==> config.mk <==
export PLATFORM = sky130hd
export DESIGN_NAME = weekly_schedule_table
export DESIGN_NICKNAME = d
export VERILOG_FILES = /design/src/rtl/wst_pkg.sv /design/src/rtl/wst_front.sv /design/src/rtl/wst_fifo.sv /design/src/rtl/wst_scan.sv /design/src/rtl/weekly_schedule_table.sv
export VERILOG_INCLUDE_DIRS = /design/src /design/src/rtl
export SDC_FILE = /design/constraint.sdc
export NUM_CORES = 2
export LEC_CHECK = 0
export ABC_AREA = 0
export ABC_CLOCK_PERIOD_IN_PS = 9800
export BUFFER_PORTS_ARGS = -buffer_cell sky130_fd_sc_hd__buf_2
export CAP_MARGIN = 40
export CORE_MARGIN = 2
export CORE_UTILIZATION = 57
export DETAILED_ROUTE_END_ITERATION = 10
export HOLD_SLACK_MARGIN = 0.02
export PLACE_DENSITY = 0.81
export SLEW_MARGIN = 20
export SYNTH_ARGS = -nofsm -noshare
export SYNTH_HDL_FRONTEND = slang
export SYNTH_SLANG_ARGS = --single-unit
==> constraint.sdc <==
create_clock -name clock -period 9.8 [get_ports clock]
set_input_delay 0.98 -clock clock [delete_from_list [all_inputs] [get_ports clock]]
set_output_delay 0.98 -clock clock [all_outputs]
set_load 0.02 [all_outputs]
==> src/rtl/weekly_schedule_table_macros.svh <==
// Assertion macros used by the weekly schedule table scan engine.
`ifndef WEEKLY_SCHEDULE_TABLE_MACROS_SVH
`define WEEKLY_SCHEDULE_TABLE_MACROS_SVH

// Same-cycle implication, checked outside reset.
`define WST_ASSERT_NOW(lbl, clk, rst, ante, cons, msg) \
   lbl: assert property (@(posedge clk) disable iff (rst) (ante) |-> (cons)) else $error(msg);

// Next-cycle implication, checked outside reset.
`define WST_ASSERT_NEXT(lbl, clk, rst, ante, cons, msg) \
   lbl: assert property (@(posedge clk) disable iff (rst) (ante) |=> (cons)) else $error(msg);

`endif

==> src/rtl/wst_pkg.sv <==
// Types, constants and day-pattern tables of the weekly schedule table.
`default_nettype none
package wst_pkg;

   localparam int MAX_ENTRIES = 64;
   localparam int IDX_W = $clog2(MAX_ENTRIES);
   localparam int CNT_W = $clog2(MAX_ENTRIES + 1);
   localparam int SEC_W = 20;
   localparam int TOD_W = 17;
   localparam logic [SEC_W-1:0] SECS_WEEK = 20'd604800;

   localparam logic MODE_WRITE = 1'b0;
   localparam logic MODE_QUERY = 1'b1;

   typedef struct packed {
      logic       en;
      logic       rep;
      logic [3:0] day;
      logic [4:0] sh;
      logic [5:0] sm;
      logic [5:0] ss;
      logic [4:0] eh;
      logic [5:0] em;
      logic [5:0] es;
   } entry_type;

   typedef struct packed {
      logic             mode;
      logic [IDX_W-1:0] index;
      entry_type        entry;
      logic [SEC_W-1:0] now;
   } item_type;

   function automatic logic [2:0] pat_len(input logic [3:0] code);
      logic [2:0] r;
      unique case (code)
         4'd7:                 r = 3'd7;
         4'd8, 4'd12:          r = 3'd5;
         4'd10:                r = 3'd3;
         4'd9, 4'd11, 4'd13:   r = 3'd2;
         4'd14, 4'd15:         r = 3'd0;
         default:              r = 3'd1;
      endcase
      return r;
   endfunction

   function automatic logic [2:0] pat_day(input logic [3:0] code, input logic [2:0] j);
      logic [2:0] r;
      unique case (code)
         4'd7:    r = j;
         4'd8:    r = j + 3'd1;
         4'd9:    r = (j == 3'd0) ? 3'd6 : 3'd0;
         4'd10:   r = {j[1:0], 1'b1};
         4'd11:   r = (j == 3'd0) ? 3'd2 : 3'd4;
         4'd12:   r = j;
         4'd13:   r = (j == 3'd0) ? 3'd5 : 3'd6;
         4'd14, 4'd15: r = 3'd0;
         default: r = code[2:0];
      endcase
      return r;
   endfunction

   function automatic logic [SEC_W-1:0] day_base(input logic [2:0] d);
      logic [SEC_W-1:0] r;
      unique case (d)
         3'd0:    r = 20'd0;
         3'd1:    r = 20'd86400;
         3'd2:    r = 20'd172800;
         3'd3:    r = 20'd259200;
         3'd4:    r = 20'd345600;
         3'd5:    r = 20'd432000;
         3'd6:    r = 20'd518400;
         default: r = 20'd0;
      endcase
      return r;
   endfunction

   function automatic logic [TOD_W-1:0] tod(input logic [4:0] h, input logic [5:0] m,
                                          input logic [5:0] s);
      return TOD_W'(h) * TOD_W'(3600) + TOD_W'(m) * TOD_W'(60) + TOD_W'(s);
   endfunction

   function automatic logic [SEC_W-1:0] wrap_week(input logic [SEC_W-1:0] v);
      return (v >= SECS_WEEK) ? v - SECS_WEEK : v;
   endfunction

endpackage
`default_nettype wire

==> src/rtl/wst_front.sv <==
// Front end: accepts request transfers, packs and normalizes them for the queue.
`default_nettype none
module wst_front (
   input  wire logic                          req_valid,
   output logic                               req_ready,
   input  wire logic                          req_mode,
   input  wire logic [wst_pkg::IDX_W-1:0]     req_entry_index,
   input  wire logic                          req_entry_enable,
   input  wire logic                          req_entry_repeat,
   input  wire logic [3:0]                    req_day_code,
   input  wire logic [4:0]                    req_start_hour,
   input  wire logic [5:0]                    req_start_minute,
   input  wire logic [5:0]                    req_start_sec,
   input  wire logic [4:0]                    req_end_hour,
   input  wire logic [5:0]                    req_end_minute,
   input  wire logic [5:0]                    req_end_sec,
   input  wire logic [wst_pkg::SEC_W-1:0]     req_now_seconds,
   output logic                               push_valid,
   input  wire logic                          push_ready,
   output wst_pkg::item_type                  push_item
);
   assign req_ready  = push_ready;
   assign push_valid = req_valid;

   always_comb begin
      push_item.mode        = req_mode;
      push_item.index       = req_entry_index;
      push_item.entry.en    = req_entry_enable;
      push_item.entry.rep   = req_entry_repeat;
      push_item.entry.day   = req_day_code;
      push_item.entry.sh    = req_start_hour;
      push_item.entry.sm    = req_start_minute;
      push_item.entry.ss    = req_start_sec;
      push_item.entry.eh    = req_end_hour;
      push_item.entry.em    = req_end_minute;
      push_item.entry.es    = req_end_sec;
      push_item.now         = (req_mode == wst_pkg::MODE_QUERY) ?
                              wst_pkg::wrap_week(req_now_seconds) : '0;
   end
endmodule
`default_nettype wire

==> src/rtl/wst_fifo.sv <==
// Two-entry queue between the front end and the scan engine.
`default_nettype none
module wst_fifo (
   input  wire logic              clock,
   input  wire logic              reset,
   input  wire logic              push_valid,
   output logic                   push_ready,
   input  wire wst_pkg::item_type push_item,
   output logic                   pop_valid,
   input  wire logic              pop_ready,
   output wst_pkg::item_type      pop_item
);
   wst_pkg::item_type slot_ff [2];
   logic       wr_ptr_ff, wr_ptr_in;
   logic       rd_ptr_ff, rd_ptr_in;
   logic [1:0] count_ff, count_in;
   logic       push, pop;

   assign push_ready = (count_ff != 2'd2);
   assign pop_valid  = (count_ff != 2'd0);
   assign pop_item   = slot_ff[rd_ptr_ff];
   assign push       = push_valid && push_ready;
   assign pop        = pop_valid && pop_ready;

   always_comb begin
      wr_ptr_in = push ? ~wr_ptr_ff : wr_ptr_ff;
      rd_ptr_in = pop ? ~rd_ptr_ff : rd_ptr_ff;
      count_in  = count_ff + 2'(push) - 2'(pop);
   end

   always_ff @(posedge clock) begin
      if (reset) begin
         wr_ptr_ff <= 1'b0;
         rd_ptr_ff <= 1'b0;
         count_ff  <= 2'd0;
      end else begin
         wr_ptr_ff <= wr_ptr_in;
         rd_ptr_ff <= rd_ptr_in;
         count_ff  <= count_in;
      end
      if (push) begin
         slot_ff[wr_ptr_ff] <= push_item;
      end
   end
endmodule
`default_nettype wire

==> src/rtl/wst_scan.sv <==
// Scan engine: holds the entry table, executes writes and scans it for queries.
`default_nettype none
`include "weekly_schedule_table_macros.svh"
module wst_scan (
   input  wire logic                      clock,
   input  wire logic                      reset,
   input  wire logic [wst_pkg::CNT_W-1:0] entry_count,
   input  wire logic                      pop_valid,
   output logic                           pop_ready,
   input  wire wst_pkg::item_type         pop_item,
   output logic                           rsp_valid,
   input  wire logic                      rsp_ready,
   output logic                           rsp_next_found,
   output logic [wst_pkg::IDX_W-1:0]      rsp_next_entry,
   output logic [2:0]                     rsp_next_occurrence,
   output logic [wst_pkg::SEC_W-1:0]      rsp_next_start,
   output logic [wst_pkg::SEC_W-1:0]      rsp_next_wait,
   output logic                           rsp_active_found,
   output logic [wst_pkg::IDX_W-1:0]      rsp_active_entry,
   output logic [wst_pkg::SEC_W-1:0]      rsp_active_start,
   output logic [wst_pkg::SEC_W-1:0]      rsp_active_end
);
   localparam int SW = wst_pkg::SEC_W;
   localparam int IW = wst_pkg::IDX_W;
   localparam int CW = wst_pkg::CNT_W;

   typedef enum logic [5:0] {
      S_IDLE = 6'b000001,
      S_READ = 6'b000010,
      S_LOAD = 6'b000100,
      S_OCC  = 6'b001000,
      S_EVAL = 6'b010000,
      S_DONE = 6'b100000
   } state_type;

   wst_pkg::entry_type table_mem [wst_pkg::MAX_ENTRIES];
   wst_pkg::entry_type rd_data_ff;

   state_type state_ff, state_in;
   logic [CW-1:0] i_ff, i_in;
   logic [2:0] occ_ff, occ_in;
   logic [SW-1:0] now_ff, now_in;
   wst_pkg::entry_type cur_ff, cur_in;
   logic [wst_pkg::TOD_W-1:0] tods_ff, tods_in, tode_ff, tode_in;
   logic [SW-1:0] st_ff, st_in, en_ff, en_in;
   logic [SW-1:0] best_ff, best_in, ns_ff, ns_in;
   logic nf_ff, nf_in, af_ff, af_in;
   logic [IW-1:0] ne_ff, ne_in, ae_ff, ae_in;
   logic [2:0] no_ff, no_in;
   logic [SW-1:0] as_ff, as_in, aend_ff, aend_in;
   logic rsp_valid_ff, rsp_valid_in;
   logic [CW-1:0] n_lim;
   logic [2:0] len;
   logic [2:0] dnum;
   logic [SW-1:0] ahead;
   logic load_out;
   logic do_write;

   assign n_lim = (entry_count > CW'(wst_pkg::MAX_ENTRIES)) ?
                  CW'(wst_pkg::MAX_ENTRIES) : entry_count;
   assign len   = wst_pkg::pat_len(cur_ff.day);
   assign dnum  = wst_pkg::pat_day(cur_ff.day, occ_ff);
   assign ahead = (now_ff < st_ff) ? st_ff - now_ff : wst_pkg::SECS_WEEK - now_ff + st_ff;
   assign pop_ready = (state_ff == S_IDLE);
   assign do_write  = pop_valid && pop_ready && (pop_item.mode == wst_pkg::MODE_WRITE);
   assign load_out  = (state_ff == S_DONE) && (!rsp_valid_ff || rsp_ready);

   always_comb begin
      state_in = state_ff;
      i_in = i_ff;
      occ_in = occ_ff;
      now_in = now_ff;
      cur_in = cur_ff;
      tods_in = tods_ff;
      tode_in = tode_ff;
      st_in = st_ff;
      en_in = en_ff;
      best_in = best_ff;
      ns_in = ns_ff;
      nf_in = nf_ff;
      ne_in = ne_ff;
      no_in = no_ff;
      af_in = af_ff;
      ae_in = ae_ff;
      as_in = as_ff;
      aend_in = aend_ff;
      rsp_valid_in = (rsp_valid_ff && !rsp_ready) || load_out;
      unique case (state_ff)
         S_IDLE: begin
            if (pop_valid && pop_item.mode == wst_pkg::MODE_QUERY) begin
               now_in  = pop_item.now;
               i_in    = '0;
               best_in = wst_pkg::SECS_WEEK;
               nf_in = 1'b0; ne_in = '0; no_in = '0; ns_in = '0;
               af_in = 1'b0; ae_in = '0; as_in = '0; aend_in = '0;
               state_in = (n_lim == '0) ? S_DONE : S_READ;
            end
         end
         S_READ: state_in = S_LOAD;
         S_LOAD: begin
            cur_in  = rd_data_ff;
            tods_in = wst_pkg::tod(rd_data_ff.sh, rd_data_ff.sm, rd_data_ff.ss);
            tode_in = wst_pkg::tod(rd_data_ff.eh, rd_data_ff.em, rd_data_ff.es);
            occ_in  = '0;
            if (rd_data_ff.en && wst_pkg::pat_len(rd_data_ff.day) != 3'd0) begin
               state_in = S_OCC;
            end else begin
               i_in = i_ff + CW'(1);
               state_in = (i_ff + CW'(1) == n_lim) ? S_DONE : S_READ;
            end
         end
         S_OCC: begin
            st_in = wst_pkg::wrap_week(SW'(tods_ff) + wst_pkg::day_base(dnum));
            en_in = wst_pkg::wrap_week(SW'(tode_ff) + wst_pkg::day_base(dnum));
            state_in = S_EVAL;
         end
         S_EVAL: begin
            if (ahead < best_ff) begin
               best_in = ahead;
               nf_in = 1'b1;
               ne_in = i_ff[IW-1:0];
               no_in = occ_ff;
               ns_in = st_ff;
            end
            if (cur_ff.rep && now_ff >= st_ff && now_ff < en_ff) begin
               af_in = 1'b1;
               ae_in = i_ff[IW-1:0];
               as_in = st_ff;
               aend_in = en_ff;
            end
            if (occ_ff + 3'd1 == len) begin
               i_in = i_ff + CW'(1);
               state_in = (i_ff + CW'(1) == n_lim) ? S_DONE : S_READ;
            end else begin
               occ_in = occ_ff + 3'd1;
               state_in = S_OCC;
            end
         end
         S_DONE: begin
            if (load_out) begin
               state_in = S_IDLE;
            end
         end
         default: state_in = S_IDLE;
      endcase
   end

   always_ff @(posedge clock) begin
      if (do_write) begin
         table_mem[pop_item.index] <= pop_item.entry;
      end
      rd_data_ff <= table_mem[i_ff[IW-1:0]];
   end

   always_ff @(posedge clock) begin
      if (reset) begin
         state_ff     <= S_IDLE;
         rsp_valid_ff <= 1'b0;
      end else begin
         state_ff     <= state_in;
         rsp_valid_ff <= rsp_valid_in;
      end
      i_ff <= i_in;
      occ_ff <= occ_in;
      now_ff <= now_in;
      cur_ff <= cur_in;
      tods_ff <= tods_in;
      tode_ff <= tode_in;
      st_ff <= st_in;
      en_ff <= en_in;
      best_ff <= best_in;
      ns_ff <= ns_in;
      nf_ff <= nf_in;
      ne_ff <= ne_in;
      no_ff <= no_in;
      af_ff <= af_in;
      ae_ff <= ae_in;
      as_ff <= as_in;
      aend_ff <= aend_in;
      if (load_out) begin
         rsp_next_found      <= nf_ff;
         rsp_next_entry      <= ne_ff;
         rsp_next_occurrence <= no_ff;
         rsp_next_start      <= ns_ff;
         rsp_next_wait       <= nf_ff ? best_ff : '0;
         rsp_active_found    <= af_ff;
         rsp_active_entry    <= ae_ff;
         rsp_active_start    <= as_ff;
         rsp_active_end      <= aend_ff;
      end
   end

   assign rsp_valid = rsp_valid_ff;

   `WST_ASSERT_NEXT(a_found_wait, clock, reset, load_out && nf_ff,
      rsp_next_wait != '0 && rsp_next_wait <= wst_pkg::SECS_WEEK, "next wait out of range")
   `WST_ASSERT_NEXT(a_active_order, clock, reset, load_out && af_ff,
      rsp_active_start < rsp_active_end, "active window inverted")
   `WST_ASSERT_NOW(a_occ_bound, clock, reset, state_ff == S_EVAL || state_ff == S_OCC,
      occ_ff < len && i_ff < n_lim, "scan position past pattern or table")
endmodule
`default_nettype wire

==> src/rtl/weekly_schedule_table.sv <==
// Top level of the weekly schedule table: register, front end, queue and scan engine.
// Usage:
//   req_* carries write and query transfers (valid/ready). A write (mode 0) stores one
//   table entry and returns nothing; a query (mode 1) returns one rsp_* transfer with the
//   next start and the active window at req_now_seconds.
//   csr_* writes entry_count; write it only while no query is outstanding.
//   Requests enter a two-entry queue, so the front accepts up to two transfers while the
//   scan engine is busy. The engine executes one item at a time.
//   A query reads the scanned entries one at a time through the single table read port
//   and computes and compares the start of each occurrence of the enabled entries, for up
//   to 64 entries of seven days each. The result sits in an output register.
//   If rsp_ready stays low the finished result holds there, the next query finishes its
//   scan and waits, and the queue then fills and drops req_ready.
//   Reset clears entry_count, the queue and the engine; table contents stay undefined
//   until written, and entries below entry_count must be written before a query.
`default_nettype none
module weekly_schedule_table (
   input  wire logic                          clock,
   input  wire logic                          reset,
   input  wire logic                          req_valid,
   output logic                               req_ready,
   input  wire logic                          req_mode,
   input  wire logic [wst_pkg::IDX_W-1:0]     req_entry_index,
   input  wire logic                          req_entry_enable,
   input  wire logic                          req_entry_repeat,
   input  wire logic [3:0]                    req_day_code,
   input  wire logic [4:0]                    req_start_hour,
   input  wire logic [5:0]                    req_start_minute,
   input  wire logic [5:0]                    req_start_sec,
   input  wire logic [4:0]                    req_end_hour,
   input  wire logic [5:0]                    req_end_minute,
   input  wire logic [5:0]                    req_end_sec,
   input  wire logic [wst_pkg::SEC_W-1:0]     req_now_seconds,
   output logic                               rsp_valid,
   input  wire logic                          rsp_ready,
   output logic                               rsp_next_found,
   output logic [wst_pkg::IDX_W-1:0]          rsp_next_entry,
   output logic [2:0]                         rsp_next_occurrence,
   output logic [wst_pkg::SEC_W-1:0]          rsp_next_start,
   output logic [wst_pkg::SEC_W-1:0]          rsp_next_wait,
   output logic                               rsp_active_found,
   output logic [wst_pkg::IDX_W-1:0]          rsp_active_entry,
   output logic [wst_pkg::SEC_W-1:0]          rsp_active_start,
   output logic [wst_pkg::SEC_W-1:0]          rsp_active_end,
   input  wire logic                          csr_valid,
   output logic                               csr_ready,
   input  wire logic [6:0]                    csr_entry_count
);
   logic [wst_pkg::CNT_W-1:0] count_ff, count_in;
   logic push_valid, push_ready, pop_valid, pop_ready;
   wst_pkg::item_type push_item, pop_item;

   assign csr_ready = 1'b1;
   assign count_in  = (csr_valid && csr_ready) ? wst_pkg::CNT_W'(csr_entry_count) : count_ff;

   always_ff @(posedge clock) begin
      if (reset) begin
         count_ff <= '0;
      end else begin
         count_ff <= count_in;
      end
   end

   wst_front u_front (
      .req_valid, .req_ready, .req_mode, .req_entry_index, .req_entry_enable,
      .req_entry_repeat, .req_day_code, .req_start_hour, .req_start_minute,
      .req_start_sec, .req_end_hour, .req_end_minute, .req_end_sec, .req_now_seconds,
      .push_valid, .push_ready, .push_item
   );

   wst_fifo u_fifo (
      .clock, .reset, .push_valid, .push_ready, .push_item,
      .pop_valid, .pop_ready, .pop_item
   );

   wst_scan u_scan (
      .clock, .reset, .entry_count(count_ff), .pop_valid, .pop_ready, .pop_item,
      .rsp_valid, .rsp_ready, .rsp_next_found, .rsp_next_entry, .rsp_next_occurrence,
      .rsp_next_start, .rsp_next_wait, .rsp_active_found, .rsp_active_entry,
      .rsp_active_start, .rsp_active_end
   );
endmodule
`default_nettype wire
Word level (Yosys, flattened, before mapping). Memories as Yosys holds them, arrays and structs flattened. A register that Yosys moved wholly into a read port is not among the register bits. Cells that the tools add are included.

Bits in registers: 321. Latch bits: 0. Memory bits (writable): 2694. Memory bits (read-only): 96. Input port bits: 79. Output and inout bits: 100. Word-level logic and storage cells: 183. Memories: 4.

Memory list: u_scan.table_mem (words 64, width 40, rd ports 1, clocked after memory_dff 1, wr ports 1, line wst_scan.sv:36) `wst_pkg::entry_type table_mem [wst_pkg::MAX_ENTRIES];`; u_fifo.slot_ff (words 2, width 67, rd ports 1, clocked after memory_dff 1, wr ports 1, line wst_fifo.sv:13) `wst_pkg::item_type slot_ff [2];`; (name not given) (words 16, width 3, rd ports 1, clocked after memory_dff 0, wr ports 0, line wst_pkg.sv:36) `unique case (code)`; (name not given) (words 16, width 3, rd ports 1, clocked after memory_dff 1, wr ports 0, line wst_pkg.sv:36).

Add/subtract/negate cells: 16. Multipliers: 4. Div/mod/pow operators: 0. $lt $le $gt $ge: 8. Equality and inequality tests: 31. Shift-type cells: 0. Mux-type cells: 56. Bitwise gates (word level): 3. Reductions and logical operators: 28.

Operator list (count): 2-to-1 mux 20 bit (12); case mux 20 bit (2 select lines) (4); case mux 19 bit (6 select lines) (1); >= comparator 20 bit, second input constant (3); < comparator 20 bit (3); subtractor 20 bit, second input constant (3); 2-to-1 mux 6 bit (9); adder 17 x 20 -> 20 bit (2); case mux 6 bit (6 select lines) (1); adder 17 x 12 -> 17 bit (2); adder 17 x 6 -> 17 bit (2); equality test 4 bit, second input constant (8); 2-to-1 mux 7 bit (4); multiplier 5 x 8 -> 13 bit, second input constant (2); case mux 6 bit (2 select lines) (2); case mux 3 bit (7 select lines) (1); case mux 7 bit (3 select lines) (1); adder 20 bit (1); >= comparator 20 bit (1); multiplier 6 x 4 -> 10 bit, second input constant (2); subtractor 20 bit (1); subtractor 20 bit, first input constant (1); 2-to-1 mux 3 bit (6); case mux 3 bit (2 select lines) (2); other kinds (35) (72).

Logic depth before layout (Yosys ltp).
Depth in word-level cells: 9. Mapped depth: 27. Mapped depth without buffers: 26.

Cells and area by module. A second synthesis with hierarchy kept.

Cells, all modules: 5660. Area total of the unflattened synthesis: 122572.6 sq um.

Modules (own cells, without submodules): wst_scan (times used 1, cells an instance 5289, area an instance 116321.6 sq um, seq. area each 86973.4 sq um); wst_fifo (times used 1, cells an instance 232, area an instance 5175.0 sq um, seq. area each 4124.0 sq um); wst_front (times used 1, cells an instance 115, area an instance 817.0 sq um, seq. area each 0.0 sq um); weekly_schedule_table (times used 1, cells an instance 24, area an instance 259.0 sq um, seq. area each 140.1 sq um).

Worst setup path after synthesis. No wires, ideal clock.

Path type: register -> register. Start point: reg u_scan.st_ff[0]. End point: reg u_scan.best_ff[0] (enable). Library setup time: 0.596 ns. Data arrival time: 9.687 ns. Data required time: 9.204 ns. Setup slack: -0.483 ns. Cell stages (with the launch flop): 28. Path buffers: 2. Clock period less this slack: 10.283 ns. Path through: edfxtp_1 -> inv_1 -> ha_1 -> inv_1 -> fa_1 -> nand3_1 -> nand2_1 -> a31oi_1 -> o21ai_0 -> nand2_1 -> o211a_1 -> o21ai_0 -> nand2_1 -> clkbuf_1 -> clkbuf_1 -> a21oi_1 -> ha_1 -> o21a_1 -> o21a_1 -> o21a_1 -> o21a_1 -> o21a_1 -> o21a_1 -> o21ai_0 -> a31oi_1 -> o221a_2 -> o2111a_1 -> o41ai_1.

Cells in the longest elaborated chain, start to end: 5. Elaborated cells on any way between the ends: 7. Classes of those cells: 2 x add/sub; 2 x order compare; 1 x eq/ne; 1 x mux; 1 x reduce/logical.

Ends and longest elaborated chain: start: declaration (line wst_scan.sv:45) `logic [SW-1:0] st_ff, st_in, en_ff, en_in;`; start signal: assignment (line wst_scan.sv:169) `st_ff <= st_in;`; adder 20 bit, or another cell as far along (line wst_scan.sv:63) `assign ahead = (now_ff < st_ff) ? st_ff - now_ff : wst_pkg::SECS_WEEK - now_ff + st_ff;`; 2-to-1 mux 20 bit * (line wst_scan.sv:63); named net u_scan.ahead[2] (line wst_scan.sv:55) `logic [SW-1:0] ahead;`; < comparator 20 bit * (line wst_scan.sv:118) `if (ahead < best_ff) begin`; != test 2 x 1 -> 1 bit (no source line) *; AND reduction 3 bit (no source line) *; end signal: assignment (line wst_scan.sv:171) `best_ff <= best_in;`; end: declaration (line wst_scan.sv:46) `logic [SW-1:0] best_ff, best_in, ns_ff, ns_in;`.

Mark *: on every way through the listed nets, which the timed path passes. The rest lies on a longest branch. A chain may end at the register's enable or synchronous reset.

Final worst setup path.
Start point: reg u_scan.occ_ff[0]. End point: reg u_scan.st_ff[13] (data pin).

Cells in the longest elaborated chain, start to end: 9. Elaborated cells on any way between the ends: 18. Classes of those cells: 3 x add/sub; 1 x order compare; 6 x eq/ne; 7 x mux; 1 x reduce/logical.

Ends and longest elaborated chain: start: declaration (line wst_scan.sv:41) `logic [2:0] occ_ff, occ_in;`; start signal: assignment (line wst_scan.sv:164) `occ_ff <= occ_in;`; branches (longest 2 deep; another with adder 3 x 1 -> 3 bit); case mux 3 bit (7 select lines) * (line wst_pkg.sv:49) `unique case (code)`; equality test 3 bit, or another cell as far along (line wst_pkg.sv:65) `unique case (d)`; case mux 19 bit (6 select lines) * (line wst_pkg.sv:65); 2-to-1 mux 20 bit * (line wst_scan.sv:88) `unique case (state_ff)`; adder 17 x 20 -> 20 bit * (line wst_scan.sv:113) `st_in = wst_pkg::wrap_week(SW'(tods_ff) + wst_pkg::day_base(dnum));`; subtractor 20 bit or >= comparator 20 bit (tied branches) (line wst_pkg.sv:84) `return (v >= SECS_WEEK) ? v - SECS_WEEK : v;`; 2-to-1 mux 20 bit * (line wst_pkg.sv:84).

Mark *: on every way between the ends. The select of a mux whose other input is x is not followed.

==> metrics.txt <==
# TYPE chip_impl_metric gauge
chip_impl_metric{name="detailed_route_wl",unit="um"} 388000
chip_impl_metric{name="detailedRoute.firstIterationViolations",unit=""} 12000
chip_impl_metric{name="met3_wirelength",unit="um"} 51700
chip_impl_metric{name="maximum_number_of_pins_on_one_net_before_global_route_repair",unit=""} 142
chip_impl_info{name="run_status",value="finished, final reports clean"} 1
chip_impl_metric{name="core_area",unit="um2"} 213000
chip_impl_metric{name="synth_sequential_area_ratio",unit="%"} 74.7
chip_impl_info{name="top_regs",value="u_scan.table_mem (2560), u_fifo.slot_ff (134), u_scan.rd_data_ff (40)"} 1
chip_impl_metric{name="route.vias.total",unit=""} 66900
chip_impl_metric{name="timing_hold_violations_final",unit=""} 0
chip_impl_metric{name="netlist-cell-type-count",unit=""} 87
chip_impl_metric{name="slew_headroom",unit="%"} 29.9
chip_impl_metric{name="die_area",unit="um2"} 218000
chip_impl_metric{name="initial_core_util",unit="%"} 57.5
chip_impl_metric{name="timing.final.crit_period",unit="ns"} 6.66
chip_impl_metric{name="synthesis.nets",unit=""} 5996
chip_impl_metric{name="fin_max_slew_vios",unit=""} 0
chip_impl_metric{name="core.rowCount",unit=""} 169
chip_impl_metric{name="worst-path-max-fanout",unit=""} 12
chip_impl_metric{name="grt_pass1_wl",unit="um"} 519000
chip_impl_metric{name="totalNegativeSetupSlack",unit="ns"} 0
chip_impl_metric{name="power_report.internal_total",unit="uW"} 28400
chip_impl_metric{name="drt_pre_antenna_iters",unit=""} 7
chip_impl_metric{name="tritoncts.num_buffers",unit=""} 309
chip_impl_metric{name="wl_met1",unit="um"} 117000
chip_impl_info{name="topRoutingLayerUsed",value="met5"} 1
chip_impl_metric{name="seq_power_share",unit="%"} 39.9
chip_impl_metric{name="routed_wl_met2",unit="um"} 182000
chip_impl_metric{name="place.port_buffers",unit=""} 177
chip_impl_metric{name="yosys_warns",unit=""} 0
chip_impl_metric{name="asyncSetResetFlopFracSynth",unit="%"} 0
chip_impl_metric{name="post_route_fraction_of_the_period_consumed_by_the_critical_path",unit="%"} 68.0
chip_impl_metric{name="timing.reg2reg.setup_slack",unit="ns"} 3.14
chip_impl_metric{name="r2r.worst_path.cells",unit=""} 22
chip_impl_metric{name="mappedNetlistArea",unit="um2"} 122000
chip_impl_metric{name="drt.antenna.violating_nets",unit=""} 0
chip_impl_metric{name="timing.clock.skew",unit="ns"} 0.0998
chip_impl_metric{name="final_layout_size_suffix_gt1_share",unit="%"} 28.9
chip_impl_info{name="ctsRootBufferMaster",value="clkbuf_16"} 1
chip_impl_info{name="reg2reg_from",value="u_scan.occ_ff[0]"} 1
chip_impl_info{name="regToRegEndpoint",value="u_scan.st_ff[13]"} 1
chip_impl_metric{name="ctsHtreeMaxLevel",unit=""} 5
chip_impl_metric{name="synth-edff-count",unit=""} 2997
chip_impl_metric{name="holdPathStages",unit=""} 1
chip_impl_metric{name="finalSetupViolCount",unit=""} 0
chip_impl_info{name="crit_chain",value="inv_1, ha_1, nor2b_1, a311o_1, a32o_1, o21ai_2, nand2_1, inv_1, ha_1, inv_1, a31oi_1, ha_1, a21oi_1, nand2b_1, a31o_2, nor3_1, o21ai_0, o311ai_0, o311ai_1, or3b_1, nor3_1, xnor2_1"} 1
chip_impl_metric{name="power.switching_fraction",unit="%"} 31.6
chip_impl_metric{name="drcViolationCount",unit=""} 0
chip_impl_info{name="end_kind",value="register"} 1
chip_impl_metric{name="final_net_count",unit=""} 6470
chip_impl_metric{name="critical_path_arrival",unit="ns"} 7.31
chip_impl_metric{name="critPathMaxStageDelay",unit="ns"} 0.68
chip_impl_metric{name="maxCapViolCount",unit=""} 0
chip_impl_metric{name="clkPwrFrac",unit="%"} 28.9
chip_impl_metric{name="cts_hold_repair.buffers",unit=""} 0
chip_impl_metric{name="largest_register_ffs",unit=""} 2560
chip_impl_info{name="path_delay_family",value="compound AO/OA/AOI/OAI gates"} 1
chip_impl_metric{name="gr-total-overflow",unit=""} 0
chip_impl_metric{name="power.density_cell_area",unit="nW/um2"} 298
chip_impl_metric{name="die_w",unit="um"} 467
chip_impl_info{name="rsz0062_at_grt",value="false"} 1
chip_impl_metric{name="worst_hold_slack",unit="ns"} 0.184
chip_impl_metric{name="floorplan.io_pins",unit=""} 179
chip_impl_metric{name="postSynthRegisterBits",unit=""} 3059
chip_impl_metric{name="clk_pin_slew_worst_paths",unit="ns"} 0.06
chip_impl_metric{name="tritoncts_num_sinks",unit=""} 3059
chip_impl_metric{name="flow.area_growth_from_synthesis",unit="%"} 14.0
chip_impl_info{name="synth-main-ff-cell",value="edfxtp_1"} 1
chip_impl_metric{name="ctsResizeCount",unit=""} 0
chip_impl_info{name="cp-start-kind",value="register"} 1
chip_impl_metric{name="power.combinational.fraction",unit="%"} 31.2
chip_impl_metric{name="postCtsSetupRepairBufs",unit=""} 0
chip_impl_metric{name="power.ir.vdd_worst",unit="mV"} 0.445
chip_impl_metric{name="die_height",unit="um"} 467
chip_impl_metric{name="power_leakage",unit="uW"} 0.0457
chip_impl_info{name="hold_class",value="in2reg"} 1
chip_impl_info{name="timing_worst_setup_path_type",value="reg2reg"} 1
chip_impl_metric{name="antenna_found_initial",unit=""} 43
chip_impl_info{name="cp_slowest_cell",value="o311ai_0"} 1
chip_impl_metric{name="path_buf_inv",unit=""} 3
chip_impl_metric{name="max_clock_freq",unit="GHz"} 0.150
chip_impl_metric{name="synthesis.instances",unit=""} 5663
chip_impl_metric{name="per_instance_average_area_after_synthesis",unit="um2"} 21.6
chip_impl_metric{name="critical_path_required",unit="ns"} 10.45
chip_impl_info{name="holdPathEnd",value="u_fifo.slot_ff[0][29]"} 1
chip_impl_metric{name="clock_latency_of_the_later_clocked_register_in_the_worst_skew_pair",unit="ns"} 0.98
chip_impl_metric{name="routabilityCongestion",unit=""} 0.867
chip_impl_metric{name="grtUsageTotal",unit="%"} 34.7
chip_impl_metric{name="dp.final_hpwl",unit="um"} 200000
chip_impl_metric{name="switchingPower",unit="uW"} 13100
chip_impl_metric{name="first_global_vias",unit=""} 66400
chip_impl_metric{name="clock_tree.buffer_depth",unit=""} 4
chip_impl_metric{name="post_drt_via_cell_ratio",unit=""} 7.28
chip_impl_metric{name="wl_per_cell",unit="um"} 42.2
chip_impl_info{name="cts_tree",value="done"} 1
chip_impl_info{name="hold_path_origin",value="req_end_minute[3]"} 1
chip_impl_info{name="regMostFlops",value="u_scan.table_mem"} 1
chip_impl_metric{name="tightest_slew",unit="ns"} 1.05
worst max-delay path by stage:
stage,startpoint,to,slack [ns],cells past startpoint
2_1_floorplan,u_scan.st_ff[0],u_scan.best_ff[0],1.90,27
3_3_place_gp,u_scan.occ_ff[0],u_scan.st_ff[13],3.43,22
3_5_place_dp,u_scan.occ_ff[0],u_scan.st_ff[13],3.31,22
4_1_cts,u_scan.occ_ff[0],u_scan.st_ff[13],3.27,22
5_1_grt,u_scan.occ_ff[0],u_scan.st_ff[13],2.64,22
6_report,u_scan.occ_ff[0],u_scan.st_ff[13],3.14,22
metrics by stage:
step	instance area, um2	power (uW)	std cells	utilization [%]	worst slack, ns
2_1_floorplan	122000	25200	5663	-	1.90
3_3_place_gp	127000	28200	8546	59.9	3.43
3_5_place_dp	129000	28900	8629	60.8	3.31
4_1_cts	139000	41100	9161	65.4	3.27
5_1_grt	139000	42700	9182	65.6	2.64
6_report	139000	41500	9190	65.6	3.14
cell usage in the layout, fill, tap and decap left out, types with 18 or more instances in the layout:
cell type  synthesis  final
nand3_1           30     30
clkinv_1           0     43
fa_1              46     46
nand2_1           99     98
o21bai_1          28     28
ha_1             208    208
clkinv_2           0     54
and2_1            71     71
buf_2              3    179
inv_1            214    213
edfxtp_1        2997   2997
clkbuf_1         156     49
xor2_1            30     30
mux4_2           840    840
nand2b_1          28     28
mux2_2            62     62
buf_12             0     60
clkbuf_16          0    313
buf_4              2    107
nor2b_1           21     20
nor2_4             1     66
o21ai_0           48     48
bufinv_16          0     33
xnor2_1          100    100
nor3_1            19     18
a21o_1            44     44
buf_16             0     40
a21oi_1           92     92
dfxtp_1           62     61
nor2_1           194    129
kinds of logic (layout without fill, tap and decap cells):
| group | after synthesis | after routing | synth area share (%) |
|---|---|---|---|
| compound gates | 329 | 329 | 1.83 |
| xor+xnor | 130 | 130 | 0.932 |
| fa+ha+maj | 254 | 254 | 2.88 |
| buf+inv | 444 | 1139 | 1.40 |
| flops | 3059 | 3059 | 74.7 |
| mux | 916 | 916 | 16.2 |
| other cells | 1 | 12 | 0.00307 |
| simple gates | 530 | 530 | 2.12 |
Yosys cell counts (14+ instances only):
| cell | count | area (um2) |
|---|---|---|
| a21o_1 | 44 | 330 |
| a21oi_1 | 92 | 460 |
| a31oi_1 | 14 | 87.6 |
| and2_1 | 71 | 444 |
| buf_1 | 65 | 244 |
| clkbuf_1 | 156 | 586 |
| dfxtp_1 | 62 | 1240 |
| edfxtp_1 | 2997 | 90000 |
| fa_1 | 46 | 921 |
| ha_1 | 208 | 2600 |
| inv_1 | 214 | 803 |
| mux2_2 | 62 | 698 |
| mux2i_1 | 14 | 140 |
| mux4_2 | 840 | 18900 |
| nand2_1 | 99 | 372 |
| nand2b_1 | 28 | 175 |
| nand3_1 | 30 | 150 |
| nor2_1 | 194 | 728 |
| nor2b_1 | 21 | 131 |
| nor3_1 | 19 | 95.1 |
| o21a_1 | 16 | 120 |
| o21ai_0 | 48 | 240 |
| o21bai_1 | 28 | 210 |
| xnor2_1 | 100 | 876 |
| xor2_1 | 30 | 263 |
layout make-up:
cell class	count	area (um2)
Sequential cell	3059	91200
Fill cell	12500	73200
Multi-Input combinational cell	2160	29800
Clock buffer	377	8220
Timing Repair Buffer	393	4100
Tap cell	2821	3530
Clock inverter	155	1650
Inverter	214	803
Antenna cell	11	27.5
worst reg2reg max path, stage by stage (launching register included):
cell and delay (ns):
edfxtp_1 0.49, inv_1 0.13, ha_1 0.35, nor2b_1 0.15, a311o_1 0.33, a32o_1 0.26, o21ai_2 0.27, nand2_1 0.16
inv_1 0.09, ha_1 0.31, inv_1 0.12, a31oi_1 0.22, ha_1 0.33, a21oi_1 0.25, nand2b_1 0.14, a31o_2 0.27
nor3_1 0.51, o21ai_0 0.24, o311ai_0 0.68, o311ai_1 0.26, or3b_1 0.55, nor3_1 0.12, xnor2_1 0.15
power groups by stage:
stage	registers (uW)	clock network, uW	logic (uW)
floorplan	16600	0	8520
global placement	16800	0	11400
detailed placement	16800	0	12100
CTS	16500	12000	12600
global route	16600	12400	13800
finish	16600	12000	12900
routing by layer:
layer	vias to the layer above	global-route usage, %
met5	-	0
met4	30	24.5
met3	1846	9.86
met2	7036	54.7
met1	33700	41.5
li1	24300	-
Note: power is estimated with default switching activity, not from simulation.
